File: src/rtl/core/stir_pkg.sv
package stir_pkg;

	localparam int CNT_W = 7;
	localparam int VAL_W = 32;
	localparam int ST_W  = 3;

	localparam logic REQ_INSERT = 1'b0;
	localparam logic REQ_REMOVE = 1'b1;

	localparam logic [ST_W-1:0] ST_ADDED     = 3'd0;
	localparam logic [ST_W-1:0] ST_PRESENT   = 3'd1;
	localparam logic [ST_W-1:0] ST_FULL      = 3'd2;
	localparam logic [ST_W-1:0] ST_REMOVED   = 3'd3;
	localparam logic [ST_W-1:0] ST_NOT_FOUND = 3'd4;

	localparam logic [CNT_W-1:0] CAP_RESET = 7'd64;

	typedef struct packed {
		logic              req_type;
		logic signed [31:0] item_value;
	} stir_in_t;

	typedef struct packed {
		logic [ST_W-1:0]  status;
		logic [CNT_W-1:0] member_total;
	} stir_out_t;

	typedef struct packed {
		logic            load;
		logic            idx_clr;
		logic            idx_inc;
		logic            rd_en;
		logic            rd_last;
		logic            wr_add;
		logic            wr_move;
		logic            out_load;
		logic [ST_W-1:0] out_status;
	} stir_cmd_t;

	typedef struct packed {
		logic is_remove;
		logic match;
		logic idx_last;
		logic count_zero;
		logic full;
		logic out_free;
	} stir_stat_t;

endpackage

File: src/rtl/core/stir_ctrl.sv
module stir_ctrl (
	input  logic                 clk,
	input  logic                 arst_n,
	input  logic                 in_valid,
	output logic                 in_stall,
	input  stir_pkg::stir_stat_t stat,
	output stir_pkg::stir_cmd_t  cmd
);

	typedef enum logic [2:0] {
		S_IDLE,
		S_RD,
		S_CMP,
		S_MISS,
		S_RDLAST,
		S_MOVE,
		S_DONE
	} state_t;

	state_t                          state_q;
	logic [stir_pkg::ST_W-1:0]       res_q;
	logic                            accept;

	assign in_stall = (state_q != S_IDLE);
	assign accept   = in_valid && (state_q == S_IDLE);

	always_ff @(posedge clk or negedge arst_n) begin
		if (!arst_n) begin
			state_q <= S_IDLE;
			res_q   <= stir_pkg::ST_ADDED;
		end else begin
			case (state_q)
				S_IDLE: begin
					if (accept) begin
						state_q <= stat.count_zero ? S_MISS : S_RD;
					end
				end
				S_RD: begin
					state_q <= S_CMP;
				end
				S_CMP: begin
					if (stat.match) begin
						if (stat.is_remove) begin
							state_q <= S_RDLAST;
						end else begin
							res_q   <= stir_pkg::ST_PRESENT;
							state_q <= S_DONE;
						end
					end else if (stat.idx_last) begin
						state_q <= S_MISS;
					end else begin
						state_q <= S_RD;
					end
				end
				S_MISS: begin
					if (stat.is_remove) begin
						res_q <= stir_pkg::ST_NOT_FOUND;
					end else if (stat.full) begin
						res_q <= stir_pkg::ST_FULL;
					end else begin
						res_q <= stir_pkg::ST_ADDED;
					end
					state_q <= S_DONE;
				end
				S_RDLAST: begin
					state_q <= S_MOVE;
				end
				S_MOVE: begin
					res_q   <= stir_pkg::ST_REMOVED;
					state_q <= S_DONE;
				end
				S_DONE: begin
					if (stat.out_free) begin
						state_q <= S_IDLE;
					end
				end
				default: begin
					state_q <= S_IDLE;
				end
			endcase
		end
	end

	always_comb begin
		cmd            = '0;
		cmd.out_status = res_q;
		cmd.load       = accept;
		cmd.idx_clr    = accept;
		case (state_q)
			S_RD: begin
				cmd.rd_en = 1'b1;
			end
			S_CMP: begin
				cmd.idx_inc = !stat.match && !stat.idx_last;
			end
			S_MISS: begin
				cmd.wr_add = !stat.is_remove && !stat.full;
			end
			S_RDLAST: begin
				cmd.rd_en   = 1'b1;
				cmd.rd_last = 1'b1;
			end
			S_MOVE: begin
				cmd.wr_move = 1'b1;
			end
			S_DONE: begin
				cmd.out_load = stat.out_free;
			end
			default: begin
				cmd.rd_en = 1'b0;
			end
		endcase
	end

endmodule

File: src/rtl/core/stir_dp.sv
module stir_dp #(
	parameter int SET_DEPTH = 64
) (
	input  logic                            clk,
	input  logic                            arst_n,
	input  stir_pkg::stir_in_t              in_data,
	input  logic                            cfg_valid,
	input  logic [stir_pkg::CNT_W-1:0]      cfg_data,
	input  logic                            out_stall,
	output logic                            out_valid,
	output stir_pkg::stir_out_t             out_data,
	input  stir_pkg::stir_cmd_t             cmd,
	output stir_pkg::stir_stat_t            stat
);

	localparam int AW = (SET_DEPTH > 1) ? $clog2(SET_DEPTH) : 1;
	localparam int IW = (AW > stir_pkg::CNT_W) ? AW : stir_pkg::CNT_W;

	logic [stir_pkg::VAL_W-1:0]  mem [SET_DEPTH];
	logic [stir_pkg::VAL_W-1:0]  rdata_q;
	logic [stir_pkg::VAL_W-1:0]  value_q;
	logic                        op_q;
	logic [stir_pkg::CNT_W-1:0]  count_q;
	logic [stir_pkg::CNT_W-1:0]  cap_q;
	logic [stir_pkg::CNT_W-1:0]  idx_q;
	logic                        out_valid_q;
	stir_pkg::stir_out_t         out_q;

	logic [stir_pkg::CNT_W-1:0]  last_idx;
	logic [IW-1:0]               rd_wide;
	logic [IW-1:0]               wr_wide;
	logic [AW-1:0]               rd_addr;
	logic [AW-1:0]               wr_addr;
	logic                        wr_en;
	logic [stir_pkg::VAL_W-1:0]  wr_data;

	assign last_idx = count_q - 7'd1;
	assign rd_wide  = cmd.rd_last ? IW'(last_idx) : IW'(idx_q);
	assign wr_wide  = cmd.wr_add ? IW'(count_q) : IW'(idx_q);
	assign rd_addr  = rd_wide[AW-1:0];
	assign wr_addr  = wr_wide[AW-1:0];
	assign wr_en    = cmd.wr_add || cmd.wr_move;
	assign wr_data  = cmd.wr_add ? value_q : rdata_q;

	always_ff @(posedge clk) begin
		if (wr_en) begin
			mem[wr_addr] <= wr_data;
		end
		if (cmd.rd_en) begin
			rdata_q <= mem[rd_addr];
		end
		if (cmd.load) begin
			op_q    <= in_data.req_type;
			value_q <= in_data.item_value;
		end
		if (cmd.out_load) begin
			out_q.status       <= cmd.out_status;
			out_q.member_total <= count_q;
		end
	end

	always_ff @(posedge clk or negedge arst_n) begin
		if (!arst_n) begin
			count_q     <= '0;
			cap_q       <= stir_pkg::CAP_RESET;
			idx_q       <= '0;
			out_valid_q <= 1'b0;
		end else begin
			if (cfg_valid) begin
				cap_q <= cfg_data;
			end
			if (cmd.idx_clr) begin
				idx_q <= '0;
			end else if (cmd.idx_inc) begin
				idx_q <= idx_q + 7'd1;
			end
			if (cmd.wr_add) begin
				count_q <= count_q + 7'd1;
			end else if (cmd.wr_move) begin
				count_q <= last_idx;
			end
			if (cmd.out_load) begin
				out_valid_q <= 1'b1;
			end else if (!out_stall) begin
				out_valid_q <= 1'b0;
			end
		end
	end

	assign stat.is_remove  = (op_q == stir_pkg::REQ_REMOVE);
	assign stat.match      = (rdata_q == value_q);
	assign stat.idx_last   = ((8'(idx_q) + 8'd1) == 8'(count_q));
	assign stat.count_zero = (count_q == '0);
	assign stat.full       = (11'(count_q) >= 11'(cap_q)) || (11'(count_q) >= 11'(SET_DEPTH));
	assign stat.out_free   = !out_valid_q || !out_stall;

	assign out_valid = out_valid_q;
	assign out_data  = out_q;

endmodule

File: src/rtl/core/set_table_insert_remove_core.sv
// Channel   Handshake            Beat
// in        in_valid / in_stall   in_data: req_type, item_value
// out       out_valid / out_stall out_data: status, member_total
// cfg       cfg_valid / cfg_ready cfg_data: capacity_limit
//
// A request is taken only in idle. The live slots are read one at a time through the
// registered read port, a read state then a compare state per slot, up to a hit or
// the last slot; a remove that hits moves the last slot into the hit one. The next request
// is taken when its beat is loaded. Reset clears the count and restores the capacity to 64.
// A finished beat waits in the output register while the next request runs; the one after
// it holds the controller, and so the input, until that register drains.
module set_table_insert_remove_core #(
	parameter int SET_DEPTH = 64
) (
	input  logic                        clk,
	input  logic                        arst_n,
	input  logic                        in_valid,
	output logic                        in_stall,
	input  stir_pkg::stir_in_t          in_data,
	output logic                        out_valid,
	input  logic                        out_stall,
	output stir_pkg::stir_out_t         out_data,
	input  logic                        cfg_valid,
	output logic                        cfg_ready,
	input  logic [stir_pkg::CNT_W-1:0]  cfg_data
);

	stir_pkg::stir_cmd_t  cmd;
	stir_pkg::stir_stat_t stat;

	assign cfg_ready = 1'b1;

	stir_ctrl u_ctrl (
		.clk      (clk),
		.arst_n   (arst_n),
		.in_valid (in_valid),
		.in_stall (in_stall),
		.stat     (stat),
		.cmd      (cmd)
	);

	stir_dp #(
		.SET_DEPTH (SET_DEPTH)
	) u_dp (
		.clk       (clk),
		.arst_n    (arst_n),
		.in_data   (in_data),
		.cfg_valid (cfg_valid),
		.cfg_data  (cfg_data),
		.out_stall (out_stall),
		.out_valid (out_valid),
		.out_data  (out_data),
		.cmd       (cmd),
		.stat      (stat)
	);

endmodule

File: config.mk
export PLATFORM = sky130hd
export DESIGN_NAME = set_table_insert_remove_core
export DESIGN_NICKNAME = d
export VERILOG_FILES = /design/src/rtl/core/stir_pkg.sv /design/src/rtl/core/stir_ctrl.sv /design/src/rtl/core/stir_dp.sv /design/src/rtl/core/set_table_insert_remove_core.sv
export SDC_FILE = /design/constraint.sdc
export NUM_CORES = 2
export LEC_CHECK = 0
export BUFFER_PORTS_ARGS = -buffer_cell sky130_fd_sc_hd__buf_2
export CAP_MARGIN = 20
export CORE_MARGIN = 2
export CORE_UTILIZATION = 55
export CTS_CLUSTER_DIAMETER = 200
export DETAILED_ROUTE_END_ITERATION = 10
export PLACE_DENSITY = 0.7
export SYNTH_ARGS = -nofsm -noshare
export SYNTH_HDL_FRONTEND = slang
export SYNTH_SLANG_ARGS = --single-unit
File: constraint.sdc
create_clock -name clk -period 7.4 [get_ports clk]
set_input_delay 1.48 -clock clk [delete_from_list [all_inputs] [get_ports clk]]
set_output_delay 1.48 -clock clk [all_outputs]
set_load 0.01 [all_outputs]
==> impl_metrics.ini <==
[critical_path]
critPathMaxStageDelay_ns = 0.87
worst_path_most_repeated_cell = nand2_1
crit_fanout = 32
arrival_ns = 5.54
path_class = register to register
critical_path_required_ns = 7.82
cp-start-kind = register
crit_slowest_cell = nor2_4
endpoint_kind = register
crit_path_cell_trace = ha_1, a21o_1, a211oi_1, nand2_1, a311o_2, o21ai_0, nand2_1, buf_4, nor2_4

[route]
drt_wl_total_microns = 238900
vias_per_cell = 6.350
wl_per_cell_microns = 28.46
vias = 53297
drt_iter0_drc = 8111
drc = 0
drt_pass1_iterations = 6
ant_nets = 0

[global_routing]
grt_pass1_wl_microns = 341000
grt.overflow.total = 0
grt_usage_pct = 29.93
antenna_found_initial = 15
grt_max_degree = 183
grt_pass1_vias = 48684

[clocking]
clk_latency_ns = 0.84
cts_sinks = 2151
cts_hold_buf = 0
cts_tree = done
root_buffer = clkbuf_16
cts_resized = 0
clkTransAtPathRegs_ns = 0.06
cts_setup_buffers = 0
clk_path_buf_depth = 3
htreeDepth = 4
numCtsBuffers = 206

[sta]
hold_viol = 0
setup_tns_ns = 0
finalHoldWorstSlack_ns = 0.4724
relSlewSlack_pct = 21.20
period_needed_ns = 5.115
drv_slew = 0
setup_viol = 0
fmax_ghz = 0.1955
clock-skew-final_ns = 0.04139
tightest_slew_ns = 1.182
rsz0062_at_grt = no
period_share_pct = 69.13

[yosys]
syn_nets = 6281
syn-cell-area_sq_um = 85160
avgSynthCellArea_sq_um = 13.68
seq_area_frac_synth_pct = 75.68
yosys_warnings = 0
synth_common_cells = edfxtp_1, nand2_1, nand3_1, mux2i_1, a31oi_1
synth_most_common_cell = edfxtp_1
synthArstFlopShare_pct = 1.302
synth_ff_type = edfxtp_1
synth_edf_count = 2123
synth_top_area_share_pct = 74.86
synth_area_leader_cell = edfxtp_1
synthTopCellsByArea = edfxtp_1, nand2_1, nand3_1
syn_inst = 6226
synth-seq-cells = 2151
synth_cell_types = 70

[final_layout]
fill_cells = 11253
fin_area_sq_um = 94290
synthToLayoutAreaGrowth_pct = 10.72
drive_above_1_share_pct = 8.747
fin_nets = 6242

[floorplanning]
fp-row-count = 144
die_y_microns = 397.5
die_w_microns = 397.5
die-area_sq_um = 158000
ios = 58
core_sq_um = 153900
start_util_pct = 55.35

[placed_design]
place.gp.congestion = 0.9833
io_buffers = 56
dp_hpwl_microns = 133300
place_area_sq_um = 87640

[job]
maxCapViolCount = 0

[pwr]
irDropWorstVdd_mv = 0.4057
p_leak_uw = 0.03137
powerDensity_nw_per_um2 = 395.6

[outcome]
run_status = complete, no violations

[min_path]
hp-class = register to register
logic make-up (layout without fill, tap and decap cells):
kind of cell	Yosys count	count (layout)	synth area share, %
compound gates	396	396	3.250
xor+xnor	49	49	0.5201
fa+ha+maj	10	10	0.1469
buf+inv	411	530	2.205
flops	2151	2151	75.68
mux	258	258	3.121
other cells	1	5	0.004403
simple gates	2950	2950	15.07
final cells by class:
| cell class | instances | area (sq um) | share of cell area, % |
|---|---|---|---|
| inverter | 20 | 75.07 | 0.07962 |
| multi-input combinational | 3664 | 19510 | 20.69 |
| tap | 2044 | 2557 | 2.712 |
| clock buffer | 253 | 5446 | 5.776 |
| sequential | 2151 | 64450 | 68.36 |
| antenna | 4 | 10.01 | 0.01062 |
| timing repair buffer | 144 | 1374 | 1.457 |
| clock inverter | 113 | 863.3 | 0.9156 |
power by group:
part	total (uW)	leakage, uW	switching (uW)	internal (uW)
logic	11300	0.00885	8870	2470
registers	16000	0.0195	390	15600
clock network	9960	0.00307	4460	5490
total	37300	0.0314	13700	23600
flip-flops by register name, indices dropped and copies added (netlist names):
| register | flops |
|---|---|
| u_dp.out_valid | 1 |
| u_dp.value_q | 32 |
| u_dp.rdata_q | 32 |
| u_dp.op_q | 1 |
| u_dp.idx_q | 7 |
| u_ctrl.res_q | 3 |
| u_dp.cap_q | 7 |
| u_dp.count_q | 7 |
| u_ctrl.state_q | 3 |
| u_dp.out_data | 10 |
| u_dp.mem | 2048 |
per-layer routing:
layer	vias up	GRT usage (%)	share of wire [%]
met3	504	8.552	14
met5	-	0	0.015
met1	26461	43.09	38
met2	3356	42.31	43
met4	6	13.98	5.4
li1	22970	-	-
critical path: cells and delay by family (launching register included):
family	cells	cell delay [ns]
and+or+nand+nor	3	1.49
buffers and inverters	1	0.40
adders and majority gates	1	0.36
DFF	1	0.72
AOI/OAI and AO/OA	4	1.67
layout by cell type, fill, tap and decap left out, types with 23 or more instances in the layout:
cell,netlist,routed
edfxtp_1,2123,2123
nor2_4,0,67
mux2i_1,219,219
nand4_1,114,114
mux2_4,0,32
clkinv_2,0,36
buf_2,154,56
a221oi_1,23,23
a32oi_1,62,62
a21oi_1,28,28
and4_1,25,25
clkinv_1,0,46
clkbuf_16,0,210
clkbuf_1,137,40
buf_12,0,33
buf_4,24,54
nand3_1,906,906
nand2_1,1749,1745
xnor2_1,40,40
a31oi_1,194,194
dfrtp_1,27,27
path summary, 6_finish.rpt:
kind	from	end	slack, ns	depth (start not counted)
setup / recovery	u_dp.count_q[5]	u_dp.mem[13][29]	2.28	9
hold / removal	u_ctrl.res_q[1]	u_dp.out_data[8]	0.47	0
setup reg to reg	u_dp.count_q[5]	u_dp.mem[13][29]	2.28	9
hold reg to reg	u_ctrl.res_q[1]	u_dp.out_data[8]	0.47	0
max in group asynchronous	arst_n	u_dp.cap_q[1]	6.31	1
min in group asynchronous	arst_n	u_ctrl.res_q[0]	0.67	1
stage by stage:
step                instances  total power (uW)  utilization, %  worst slack (ns)
floorplan                6226             22500               -             2.943
global placement         8004             27060           56.93             2.495
detailed placement       8006             27270           56.96             2.502
CTS                      8372             37060           61.06             2.421
global route             8389             38350           61.27             2.224
finish                   8393             37300           61.28             2.285
No activity file was read; power rests on OpenSTA's default activity.
